--- src/design/trd_pkg.sv ---
// Package with the constants, codes and result word layout of the trace page deframer.
package trd_pkg;

	localparam int PAGE_BYTES = 4096;
	localparam int FILTER_IDS = 1024;

	// Byte positions within a page and word offsets.
	localparam int POS_W  = $clog2(PAGE_BYTES + 1);
	localparam int WOFF_W = POS_W - 2;

	// Filter table index and the width used to range-check ids against it.
	localparam int IDX_W    = $clog2(FILTER_IDS);
	localparam int ID_CMP_W = 17;

	// Fixed widths of the result fields that carry byte counts.
	localparam int FIELD_W = 13;

	localparam int FIFO_DEPTH = 8;
	localparam int FIFO_AW    = $clog2(FIFO_DEPTH);
	localparam int FIFO_CW    = FIFO_AW + 1;

	localparam int SIZE_BITS = 27;
	localparam int HDR_SHORT = 12;
	localparam int HDR_LONG  = 16;

	localparam logic [1:0] COMMIT_ONE_WORD = 2'd1;

	// Event header type codes.
	localparam logic [4:0] T_DATA   = 5'd0;
	localparam logic [4:0] T_MAXLEN = 5'd28;
	localparam logic [4:0] T_PAD    = 5'd29;
	localparam logic [4:0] T_EXTEND = 5'd30;
	localparam logic [4:0] T_STAMP  = 5'd31;

	typedef enum logic [3:0] {
		PH_WAIT,
		PH_TS_HI,
		PH_COMMIT,
		PH_COMMIT_HI,
		PH_EV_HDR,
		PH_PAD_LEN,
		PH_EXT_TIME,
		PH_EXT_SIZE,
		PH_PAY_FIRST,
		PH_SKIP,
		PH_DONE
	} phase_t;

	typedef enum logic [1:0] {
		RK_DESC = 2'd0,
		RK_FIN  = 2'd1,
		RK_ERR  = 2'd2
	} rkind_t;

	typedef enum logic [2:0] {
		ERR_COMMIT    = 3'd0,
		ERR_PAST_END  = 3'd1,
		ERR_EMPTY_PAD = 3'd2,
		ERR_EXT_SIZE  = 3'd3,
		ERR_SHORT     = 3'd4
	} err_t;

	typedef struct packed {
		rkind_t               rkind;
		logic [63:0]          ts;
		logic [15:0]          id;
		logic [FIELD_W-1:0]   off;
		logic [FIELD_W-1:0]   len;
		logic                 lost;
		logic [FIELD_W-1:0]   bytes;
		err_t                 err;
		logic                 last;
	} out_item_t;

endpackage

--- src/design/trace_ring_page_deframer.sv ---
// Top level of the trace ring-buffer page deframer: header parse, event walk and result queue.
//
//  channel  | direction | handshake         | contents
//  ---------+-----------+-------------------+---------------------------------------------
//  s_*      | in        | s_tvalid/s_tready | page word or filter write (kind in s_tuser)
//  m_*      | out       | m_tvalid/m_tready | descriptor, page finished or page error
//  cfg_*    | in        | cfg_we            | commit field width in words
//
// One word is taken per cycle while s_tready is high; its results wait in the second stage
// for the synchronous read of the event enable memory, then enter the output queue and leave
// it one word per cycle while m_tready is high. After reset a clearing pass over all FILTER_IDS
// (1024) entries zeroes the enable memory; no word is taken during it, configuration writes are.
// A word yields up to two results; s_tready drops when the queue cannot hold them.
module trace_ring_page_deframer (
	input  logic         clk,
	input  logic         arst_n,
	input  logic         s_tvalid,
	output logic         s_tready,
	input  logic [47:0]  s_tdata,   // data_word[31:0], filter_id[41:32], filter_enable[42], zeros
	input  logic [1:0]   s_tuser,   // kind[0], first_of_page[1]
	output logic         m_tvalid,
	input  logic         m_tready,
	output logic [127:0] m_tdata,   // timestamp[63:0], event_id[79:64], payload_offset[92:80],
	                                // payload_length[105:93], lost_events[106],
	                                // bytes_consumed[119:107], error_code[122:120], zeros
	output logic [1:0]   m_tuser,   // result_kind[1:0]
	output logic         m_tlast,
	input  logic         cfg_we,
	input  logic [1:0]   cfg_wdata
);

	localparam int POS_W   = trd_pkg::POS_W;
	localparam int WOFF_W  = trd_pkg::WOFF_W;
	localparam int IDX_W   = trd_pkg::IDX_W;
	localparam int IDC_W   = trd_pkg::ID_CMP_W;
	localparam int FW      = trd_pkg::FIELD_W;
	localparam int FAW     = trd_pkg::FIFO_AW;
	localparam int FCW     = trd_pkg::FIFO_CW;
	localparam int CHK_W   = POS_W + 1;

	// Input decode.
	logic        s_acc, data_acc, filt_acc;
	logic [31:0] w;
	logic        first;
	logic [IDC_W-1:0] fid_ext, eid_ext;
	logic        fid_ok, eid_ok;

	// Parse state.
	trd_pkg::phase_t     phase_q, phase_n, go_phase;
	logic [WOFF_W-1:0]   woff_q, woff_n, woff_inc;
	logic [POS_W-1:0]    de_q, de_n;
	logic [63:0]         rt_q, rt_n;
	logic                lost_q, lost_n;
	logic [WOFF_W-1:0]   skip_q, skip_n, skip_cnt, skip_dec;
	logic [POS_W-1:0]    rl_q, rl_n;
	logic [1:0]          commit_words_q;

	// Decode results.
	logic                fail_v, done_req, skip_req, done_eff, page_fin, desc_cand;
	trd_pkg::err_t       fail_err;
	logic                b_valid;
	trd_pkg::rkind_t     b_kind;
	trd_pkg::err_t       b_err;
	logic [FW-1:0]       b_bytes;

	// Intermediate checks.
	logic [POS_W-1:0]    p, pos;
	logic [CHK_W-1:0]    pos_c, de_c;
	logic                rd_over;
	logic [4:0]          tl, tl_cl;
	logic [26:0]         delta;
	logic [27:0]         commit_end;
	logic [POS_W-1:0]    rem, target;
	logic [CHK_W-1:0]    target_up, pay_up;
	logic [31:0]         pl;
	logic [32:0]         pl_end;

	// Enable memory and clearing pass.
	logic                en_mem [trd_pkg::FILTER_IDS];
	logic                en_rd_q;
	logic                clearing_q;
	logic [IDX_W-1:0]    clr_idx_q;
	logic                mem_we, mem_wd;
	logic [IDX_W-1:0]    mem_wa, rd_idx;

	// Second stage.
	logic                valid_s2, desc_cand_s2, b_valid_s2, lost_s2;
	logic [63:0]         ts_s2;
	logic [15:0]         id_s2;
	logic [FW-1:0]       off_s2, len_s2, bytes_s2;
	trd_pkg::rkind_t     b_kind_s2;
	trd_pkg::err_t       b_err_s2;

	// Result queue.
	trd_pkg::out_item_t  fifo_q [trd_pkg::FIFO_DEPTH];
	logic [FAW-1:0]      head_q, tail_q;
	logic [FCW-1:0]      cnt_q;
	logic                desc_ok, b_ok, pop;
	logic [1:0]          push_n, s2_n;
	trd_pkg::out_item_t  item_a, item_b, head_item;

	assign s_acc    = s_tvalid && s_tready;
	assign data_acc = s_acc && !s_tuser[0];
	assign filt_acc = s_acc && s_tuser[0];
	assign w        = s_tdata[31:0];
	assign first    = s_tuser[1];

	assign fid_ext = IDC_W'(s_tdata[41:32]);
	assign eid_ext = IDC_W'(w[15:0]);
	assign fid_ok  = fid_ext < IDC_W'(trd_pkg::FILTER_IDS);
	assign eid_ok  = eid_ext < IDC_W'(trd_pkg::FILTER_IDS);

	// Shared position arithmetic.
	assign p        = {woff_q, 2'b00};
	assign pos      = p + POS_W'(4);
	assign pos_c    = CHK_W'(pos);
	assign de_c     = CHK_W'(de_q);
	assign rd_over  = (CHK_W'(p) + CHK_W'(4)) > de_c;
	assign woff_inc = woff_q + WOFF_W'(1);
	assign tl       = w[4:0];
	assign delta    = w[31:5];
	assign tl_cl    = (tl <= trd_pkg::T_MAXLEN) ? tl : trd_pkg::T_MAXLEN;
	assign commit_end = ((commit_words_q == trd_pkg::COMMIT_ONE_WORD) ?
		28'(trd_pkg::HDR_SHORT) : 28'(trd_pkg::HDR_LONG)) + 28'(w[trd_pkg::SIZE_BITS-1:0]);
	assign rem       = de_q - pos;
	assign target    = (w < 32'(rem)) ? w[POS_W-1:0] : rem;
	assign target_up = CHK_W'(target) + CHK_W'(3);
	assign pay_up    = CHK_W'(rl_q) + CHK_W'(3);
	assign pl        = w - 32'd4;
	assign pl_end    = {1'b0, pl} + 33'(pos);
	assign skip_dec  = (skip_q == '0) ? '0 : skip_q - WOFF_W'(1);

	// Word decode: datapath next values and what the word asks of the phase logic.
	always_comb begin
		woff_n    = woff_q;
		de_n      = de_q;
		rt_n      = rt_q;
		lost_n    = lost_q;
		rl_n      = rl_q;
		fail_v    = 1'b0;
		fail_err  = trd_pkg::ERR_COMMIT;
		done_req  = 1'b0;
		skip_req  = 1'b0;
		skip_cnt  = '0;
		go_phase  = phase_q;
		desc_cand = 1'b0;
		if (data_acc) begin
			if (first) begin
				rt_n     = {32'd0, w};
				lost_n   = 1'b0;
				woff_n   = WOFF_W'(1);
				go_phase = trd_pkg::PH_TS_HI;
			end else begin
				case (phase_q)
					trd_pkg::PH_TS_HI: begin
						rt_n[63:32] = w;
						woff_n      = woff_inc;
						go_phase    = trd_pkg::PH_COMMIT;
					end
					trd_pkg::PH_COMMIT: begin
						lost_n = w[31];
						woff_n = woff_inc;
						if (commit_end > 28'(trd_pkg::PAGE_BYTES)) begin
							fail_v   = 1'b1;
							fail_err = trd_pkg::ERR_COMMIT;
						end else begin
							de_n = commit_end[POS_W-1:0];
							if (commit_words_q == trd_pkg::COMMIT_ONE_WORD) begin
								done_req = 1'b1;
							end else begin
								go_phase = trd_pkg::PH_COMMIT_HI;
							end
						end
					end
					trd_pkg::PH_COMMIT_HI: begin
						woff_n   = woff_inc;
						done_req = 1'b1;
					end
					trd_pkg::PH_EV_HDR, trd_pkg::PH_PAD_LEN,
					trd_pkg::PH_EXT_TIME, trd_pkg::PH_EXT_SIZE: begin
						if (rd_over) begin
							fail_v   = 1'b1;
							fail_err = trd_pkg::ERR_PAST_END;
						end else begin
							woff_n = woff_inc;
							case (phase_q)
								trd_pkg::PH_EV_HDR: begin
									rt_n = rt_q + 64'(delta);
									if (tl == trd_pkg::T_PAD) begin
										if (delta == '0) begin
											fail_v   = 1'b1;
											fail_err = trd_pkg::ERR_EMPTY_PAD;
										end else begin
											go_phase = trd_pkg::PH_PAD_LEN;
										end
									end else if (tl == trd_pkg::T_EXTEND) begin
										go_phase = trd_pkg::PH_EXT_TIME;
									end else if (tl == trd_pkg::T_STAMP) begin
										if (pos_c + CHK_W'(16) > de_c) begin
											fail_v   = 1'b1;
											fail_err = trd_pkg::ERR_PAST_END;
										end else begin
											skip_req = 1'b1;
											skip_cnt = WOFF_W'(4);
										end
									end else if (tl == trd_pkg::T_DATA) begin
										go_phase = trd_pkg::PH_EXT_SIZE;
									end else begin
										if (pos_c + CHK_W'({tl_cl, 2'b00}) > de_c) begin
											fail_v   = 1'b1;
											fail_err = trd_pkg::ERR_PAST_END;
										end else begin
											rl_n     = POS_W'({tl_cl, 2'b00});
											go_phase = trd_pkg::PH_PAY_FIRST;
										end
									end
								end
								trd_pkg::PH_PAD_LEN: begin
									skip_req = 1'b1;
									skip_cnt = WOFF_W'(target_up[CHK_W-1:2]);
								end
								trd_pkg::PH_EXT_TIME: begin
									rt_n     = rt_q + {5'd0, w, 27'd0};
									done_req = 1'b1;
								end
								default: begin
									// Extended record size word.
									if (w < 32'd4) begin
										fail_v   = 1'b1;
										fail_err = trd_pkg::ERR_EXT_SIZE;
									end else if (pl_end > 33'(de_q)) begin
										fail_v   = 1'b1;
										fail_err = trd_pkg::ERR_PAST_END;
									end else if (pl < 32'd4) begin
										fail_v   = 1'b1;
										fail_err = trd_pkg::ERR_SHORT;
									end else begin
										rl_n     = pl[POS_W-1:0];
										go_phase = trd_pkg::PH_PAY_FIRST;
									end
								end
							endcase
						end
					end
					trd_pkg::PH_PAY_FIRST: begin
						desc_cand = eid_ok;
						woff_n    = woff_inc;
						skip_req  = 1'b1;
						skip_cnt  = WOFF_W'(pay_up[CHK_W-1:2]) - WOFF_W'(1);
					end
					trd_pkg::PH_SKIP: begin
						woff_n   = woff_inc;
						skip_req = 1'b1;
						skip_cnt = skip_dec;
					end
					default: begin
					end
				endcase
			end
		end
	end

	// A finished item with the next position at or past the data end closes the page.
	assign done_eff = done_req || (skip_req && (skip_cnt == '0));
	assign page_fin = done_eff && ({woff_n, 2'b00} >= de_n);

	// Next phase.
	always_comb begin
		phase_n = go_phase;
		skip_n  = skip_q;
		if (fail_v) begin
			phase_n = trd_pkg::PH_DONE;
		end else if (done_eff) begin
			phase_n = page_fin ? trd_pkg::PH_DONE : trd_pkg::PH_EV_HDR;
		end else if (skip_req) begin
			phase_n = trd_pkg::PH_SKIP;
			skip_n  = skip_cnt;
		end
	end

	// Page-level result of the word.
	always_comb begin
		b_valid = fail_v || page_fin;
		b_kind  = fail_v ? trd_pkg::RK_ERR : trd_pkg::RK_FIN;
		b_err   = fail_v ? fail_err : trd_pkg::ERR_COMMIT;
		b_bytes = fail_v ? '0 : FW'(de_n);
	end

	always_ff @(posedge clk or negedge arst_n) begin
		if (!arst_n) begin
			phase_q        <= trd_pkg::PH_WAIT;
			woff_q         <= '0;
			de_q           <= '0;
			rt_q           <= '0;
			lost_q         <= 1'b0;
			skip_q         <= '0;
			rl_q           <= '0;
			commit_words_q <= 2'd2;
		end else begin
			phase_q <= phase_n;
			woff_q  <= woff_n;
			de_q    <= de_n;
			rt_q    <= rt_n;
			lost_q  <= lost_n;
			skip_q  <= skip_n;
			rl_q    <= rl_n;
			if (cfg_we) begin
				commit_words_q <= cfg_wdata;
			end
		end
	end

	// Enable memory: one write port shared by the clearing pass and filter writes.
	assign mem_we = clearing_q || (filt_acc && fid_ok);
	assign mem_wa = clearing_q ? clr_idx_q : fid_ext[IDX_W-1:0];
	assign mem_wd = clearing_q ? 1'b0 : s_tdata[42];
	assign rd_idx = eid_ext[IDX_W-1:0];

	always_ff @(posedge clk) begin
		if (mem_we) begin
			en_mem[mem_wa] <= mem_wd;
		end
		en_rd_q <= en_mem[rd_idx];
	end

	always_ff @(posedge clk or negedge arst_n) begin
		if (!arst_n) begin
			clearing_q <= 1'b1;
			clr_idx_q  <= '0;
		end else if (clearing_q) begin
			if (clr_idx_q == IDX_W'(trd_pkg::FILTER_IDS - 1)) begin
				clearing_q <= 1'b0;
			end else begin
				clr_idx_q <= clr_idx_q + IDX_W'(1);
			end
		end
	end

	// Second stage waits for the enable bit of a record's id.
	always_ff @(posedge clk or negedge arst_n) begin
		if (!arst_n) begin
			valid_s2 <= 1'b0;
		end else begin
			valid_s2 <= desc_cand || b_valid;
		end
	end

	always_ff @(posedge clk) begin
		desc_cand_s2 <= desc_cand;
		b_valid_s2   <= b_valid;
		lost_s2      <= lost_n;
		ts_s2        <= rt_q;
		id_s2        <= w[15:0];
		off_s2       <= FW'(p);
		len_s2       <= FW'(rl_q);
		bytes_s2     <= b_bytes;
		b_kind_s2    <= b_kind;
		b_err_s2     <= b_err;
	end

	assign desc_ok = valid_s2 && desc_cand_s2 && en_rd_q;
	assign b_ok    = valid_s2 && b_valid_s2;
	assign push_n  = 2'(desc_ok) + 2'(b_ok);
	assign s2_n    = valid_s2 ? (2'(desc_cand_s2) + 2'(b_valid_s2)) : 2'd0;
	assign pop     = m_tvalid && m_tready;

	always_comb begin
		item_a.rkind = trd_pkg::RK_DESC;
		item_a.ts    = ts_s2;
		item_a.id    = id_s2;
		item_a.off   = off_s2;
		item_a.len   = len_s2;
		item_a.lost  = lost_s2;
		item_a.bytes = '0;
		item_a.err   = trd_pkg::ERR_COMMIT;
		item_a.last  = !b_valid_s2;

		item_b.rkind = b_kind_s2;
		item_b.ts    = '0;
		item_b.id    = '0;
		item_b.off   = '0;
		item_b.len   = '0;
		item_b.lost  = lost_s2;
		item_b.bytes = bytes_s2;
		item_b.err   = b_err_s2;
		item_b.last  = 1'b1;
	end

	always_ff @(posedge clk) begin
		if (desc_ok) begin
			fifo_q[tail_q] <= item_a;
		end
		if (b_ok) begin
			fifo_q[desc_ok ? tail_q + FAW'(1) : tail_q] <= item_b;
		end
	end

	always_ff @(posedge clk or negedge arst_n) begin
		if (!arst_n) begin
			head_q <= '0;
			tail_q <= '0;
			cnt_q  <= '0;
		end else begin
			tail_q <= tail_q + FAW'(push_n);
			head_q <= head_q + FAW'(pop);
			cnt_q  <= cnt_q + FCW'(push_n) - FCW'(pop);
		end
	end

	// Room for what the second stage holds plus two results of a new word.
	assign s_tready = !clearing_q &&
		((FCW + 1)'(cnt_q) + (FCW + 1)'(s2_n) + (FCW + 1)'(2) <=
		 (FCW + 1)'(trd_pkg::FIFO_DEPTH));

	assign head_item = fifo_q[head_q];
	assign m_tvalid  = cnt_q != '0;
	assign m_tuser   = head_item.rkind;
	assign m_tlast   = head_item.last;
	assign m_tdata   = {5'd0, head_item.err, head_item.bytes, head_item.lost, head_item.len,
		head_item.off, head_item.id, head_item.ts};

	a_fifo_bound: assert property (@(posedge clk) disable iff (!arst_n)
		cnt_q <= FCW'(trd_pkg::FIFO_DEPTH))
		else $error("result queue holds more words than its depth");

	a_skip_nonzero: assert property (@(posedge clk) disable iff (!arst_n)
		phase_q == trd_pkg::PH_SKIP |-> skip_q != '0)
		else $error("skip phase with no words left to skip");

	a_data_end: assert property (@(posedge clk) disable iff (!arst_n)
		de_q <= POS_W'(trd_pkg::PAGE_BYTES))
		else $error("data end beyond the page");

	a_clear_once: assert property (@(posedge clk) disable iff (!arst_n)
		!clearing_q |=> !clearing_q)
		else $error("enable memory clearing restarted");

endmodule

--- config.mk ---
export PLATFORM = sky130hd
export DESIGN_NAME = trace_ring_page_deframer
export DESIGN_NICKNAME = d
export VERILOG_FILES = /design/src/design/trd_pkg.sv /design/src/design/trace_ring_page_deframer.sv
export SDC_FILE = /design/constraint.sdc
export NUM_CORES = 2
export LEC_CHECK = 0
export ABC_AREA = 1
export BUFFER_PORTS_ARGS = -buffer_cell sky130_fd_sc_hd__buf_4
export CAP_MARGIN = 25
export CORE_ASPECT_RATIO = 0.5
export CORE_UTILIZATION = 40
export CTS_BUF_LIST = sky130_fd_sc_hd__clkbuf_2
export DETAILED_ROUTE_END_ITERATION = 16
export GPL_TIMING_DRIVEN = 1
export PLACE_DENSITY = 0.54
export REMOVE_ABC_BUFFERS = 1
export SYNTH_ARGS = -nofsm -noshare
export SYNTH_HDL_FRONTEND = slang
export SYNTH_SLANG_ARGS = --single-unit
export TNS_END_PERCENT = 100
--- constraint.sdc ---
create_clock -name clk -period 44.9 [get_ports clk]
set_input_delay 8.98 -clock clk [delete_from_list [all_inputs] [get_ports clk]]
set_output_delay 8.98 -clock clk [all_outputs]
set_load 0.01 [all_outputs]
==> results.sh <==
export IMPL_synth_seq_area_share_pct=53.89
export IMPL_routed_via_density=5.629
export IMPL_ctsRootBufferMaster="clkbuf_2"
export IMPL_vias=94510
export IMPL_dp_slack_ns=29.65
export IMPL_cts_buffers=550
export IMPL_clk_pin_slew_worst_paths_ns=0.12
export IMPL_crit_path_start_kind="register"
export IMPL_seq_area_sq_um=58200
export IMPL_area_delta_synth_final_pct=9.029
export IMPL_cts_hold_buf=0
export IMPL_final_nets=13040
export IMPL_synthXorXnorAreaFrac_pct=1.014
export IMPL_grt_pass1_vias=88500
export IMPL_cts_repair_resized=0
export IMPL_place_inst=15820
export IMPL_synth_adder_area_share_pct=2.167
export IMPL_rsz0062_at_grt="no"
export IMPL_clockPowerShare_pct=25.0
export IMPL_start_util_pct=40.35
export IMPL_crit_start="head_q[1]"
export IMPL_slew_headroom_pct=24.72
export IMPL_place_port_buffers=177
export IMPL_synthSimpleGateAreaFrac_pct=21.83
export IMPL_power_density_nw_per_um2=48.19
export IMPL_synthDistinctLibCells=75
export IMPL_max_freq_ghz=0.06674
export IMPL_num_rows=134
export IMPL_grt_antenna_before_repair=35
export IMPL_overflow=0
export IMPL_synth_edf_count=1176
export IMPL_synth_top_area_share_pct=32.71
export IMPL_path_max_fanout=93
export IMPL_multi_input_area_sq_um=43640
export IMPL_synth_compound_gate_area_share_pct=15.12
export IMPL_synth_area_per_cell_sq_um=8.412
export IMPL_skew_ns=0.1829
export IMPL_tightest_slew_ns=1.129
export IMPL_p_int_uw=3377
export IMPL_cts_sinks=2283
export IMPL_grt_first_pass_wirelength_um=575900
export IMPL_worst_ep_required_time_ns=35.92
export IMPL_synth_most_common_cell="nor2_1"
export IMPL_setup_viol=0
export IMPL_grt_max_degree=268
export IMPL_drcViolationCount=0
export IMPL_async_reset_ff_share_pct=6.176
export IMPL_wl_per_cell_um=23.35
export IMPL_synth_seq_cells=2283
export IMPL_synth_flop_cell="edfxtp_1"
export IMPL_synth_largest_area_cell="edfxtp_1"
export IMPL_die_y_um=369.4
export IMPL_cts_tree="built"
export IMPL_ant_nets=0
export IMPL_vdd_drop_max_mv=0.05207
export IMPL_drt_iter0_drc=10200
export IMPL_hp_start="rt_q[2]"
export IMPL_period_share_pct=33.37
export IMPL_p_leak_uw=0.04366
export IMPL_finalMaxSlewViolations=0
export IMPL_post_route_min_period_ns=14.98
export IMPL_fin_setup_tns_ns=0
export IMPL_final_util_pct=43.99
export IMPL_grt_use_total_pct=27.87
export IMPL_power_switching_uw=2295
export IMPL_status="finished, final reports clean"
export IMPL_wl_um=391900
export IMPL_firstDrtPassIters=7
export IMPL_p_comb_share_pct=32.4
export IMPL_drive_gt1_share_pct=11.20
export IMPL_synth_top_family_by_area="simple AND/OR/NAND/NOR gates"
export IMPL_dp_hpwl_um=225300
export IMPL_hold_ws_ns=0.3260
export IMPL_fillCellCount=27260
export IMPL_num_io_pins=190
export IMPL_drv_cap=0
export IMPL_worstPathArrival_ns=6.00
export IMPL_syn_cell_area_sq_um=108000
export IMPL_final_cells=16790
export IMPL_htreeDepth=6
export IMPL_hp_class="register to register"
export IMPL_r2r_start="woff_q[1]"
export IMPL_hold_viol=0
export IMPL_core_area_sq_um=267600
export IMPL_synth_mux_area_share_pct=0.01043
export IMPL_crit_type="register to output port"
export IMPL_postCtsSetupBuffers=0
export IMPL_gp_congestion=0.9509
export IMPL_dieArea_sq_um=272100
export IMPL_clockBufferDepth=4
export IMPL_postSynthCellCount=12830
export IMPL_critPathCaptureType="output port"
export IMPL_synth_top_cells_by_count="2900 x nor2_1, 1920 x nand2_1, 1181 x a21oi_1, 1176 x edfxtp_1, 966 x dfxtp_1"
export IMPL_die_width_um=736.7
export IMPL_clk_latency_ns=1.81
export IMPL_swShare_pct=40.46
export IMPL_layout_setup_ws_ns=29.92
export IMPL_power_frac_seq_pct=42.6
export IMPL_ys_warn_count=0
export IMPL_synth_area_top_cells="edfxtp_1 33%, dfxtp_1 18%, nor2_1 10%, nand2_1 6.7%, a21oi_1 5.5%"
[worst paths after layout]
check / to / slack, ns / cells past startpoint
max: m_tdata[75] / 29.92 / 8
min: ts_s2[2] / 0.33 / 0
max reg2reg: phase_q[3] / 37.51 / 37
min reg2reg: ts_s2[2] / 0.33 / 0
max in group asynchronous: rt_q[52] / 35.70 / 3
min in group asynchronous: commit_words_q[0] / 7.14 / 1
[sequential cells by signal, summed over array words and instances, names as in the netlist, 11 cells and up]
| name | count |
|---|---|
| en_mem | 1024 |
| de_q | 13 |
| off_s2 | 11 |
| ts_s2 | 64 |
| skip_q | 11 |
| fifo_q | 992 |
| woff_q | 11 |
| len_s2 | 13 |
| bytes_s2 | 13 |
| rt_q | 64 |
| rl_q | 13 |
| id_s2 | 16 |
[per-stage QoR]
| step | power, uW | area [sq um] |
|---|---|---|
| 6_report | 5672 | 117700 |
| 3_3_place_gp | 4277 | 111700 |
| 5_1_grt | 6009 | 117700 |
| 2_1_floorplan | 3626 | 104100 |
| 4_1_cts | 5687 | 116900 |
| 3_5_place_dp | 4272 | 112100 |
[worst max-delay path: stages (launching register included)]
cell and delay, ns:
dfrtp_4 0.74, inv_8 0.64, buf_4 0.72, buf_4 0.76, o21ai_0 0.24, o22ai_1 0.19, nor2_1 0.06, a31oi_1 0.51
buf_4 0.24
[power by group through the flow]
stage / combinational, uW / clock, uW / sequential [uW]
after floorplan: 1180 / 0 / 2440
after global routing: 2020 / 1560 / 2430
after detailed placement: 1810 / 0 / 2460
after CTS: 1820 / 1450 / 2410
after global placement: 1820 / 0 / 2460
final: 1840 / 1420 / 2420
[per-layer routing]
metal	global-route usage [%]	vias up	wire, um
met5	0	-	137
met4	7.692	18	9821
met3	5.308	645	33890
met2	43.86	3870	174700
met1	39.27	46080	173400
li1	-	43900	-
[kinds of logic (layout without fill, tap and decap cells)]
group / after synthesis / in the layout
simple gates: 5743 / 5743
compound gates: 2830 / 2830
flops: 2283 / 2283
buf+inv: 1670 / 2001
fa+ha+maj: 181 / 181
xor+xnor: 125 / 125
other cells: 1 / 20
mux: 1 / 1
[cell usage in the layout, fill, tap and decap left out, types with 89 or more instances in the layout]
| cell type | n |
|---|---|
| edfxtp_1 | 1176 |
| inv_1 | 648 |
| a31oi_1 | 152 |
| buf_4 | 342 |
| a21oi_1 | 1181 |
| nand2_1 | 1880 |
| dfrtp_1 | 135 |
| clkinv_1 | 89 |
| clkbuf_2 | 788 |
| nand3_1 | 357 |
| nand4_1 | 337 |
| xor2_1 | 102 |
| o21ai_0 | 716 |
| a22oi_1 | 360 |
| o22ai_1 | 161 |
| dfxtp_1 | 966 |
| nor2_1 | 2884 |
| ha_1 | 171 |
[final cells by class]
type                            count  area share, %
Tap cell                         3604          3.831
Clock buffer                      788          3.350
Antenna cell                       13        0.02764
Clock inverter                    133         0.7270
Sequential cell                  2283          49.44
Multi-Input combinational cell   8887          37.08
Timing Repair Buffer              400          3.341
Inverter                          680          2.206
(Power assumes the default switching activity.)
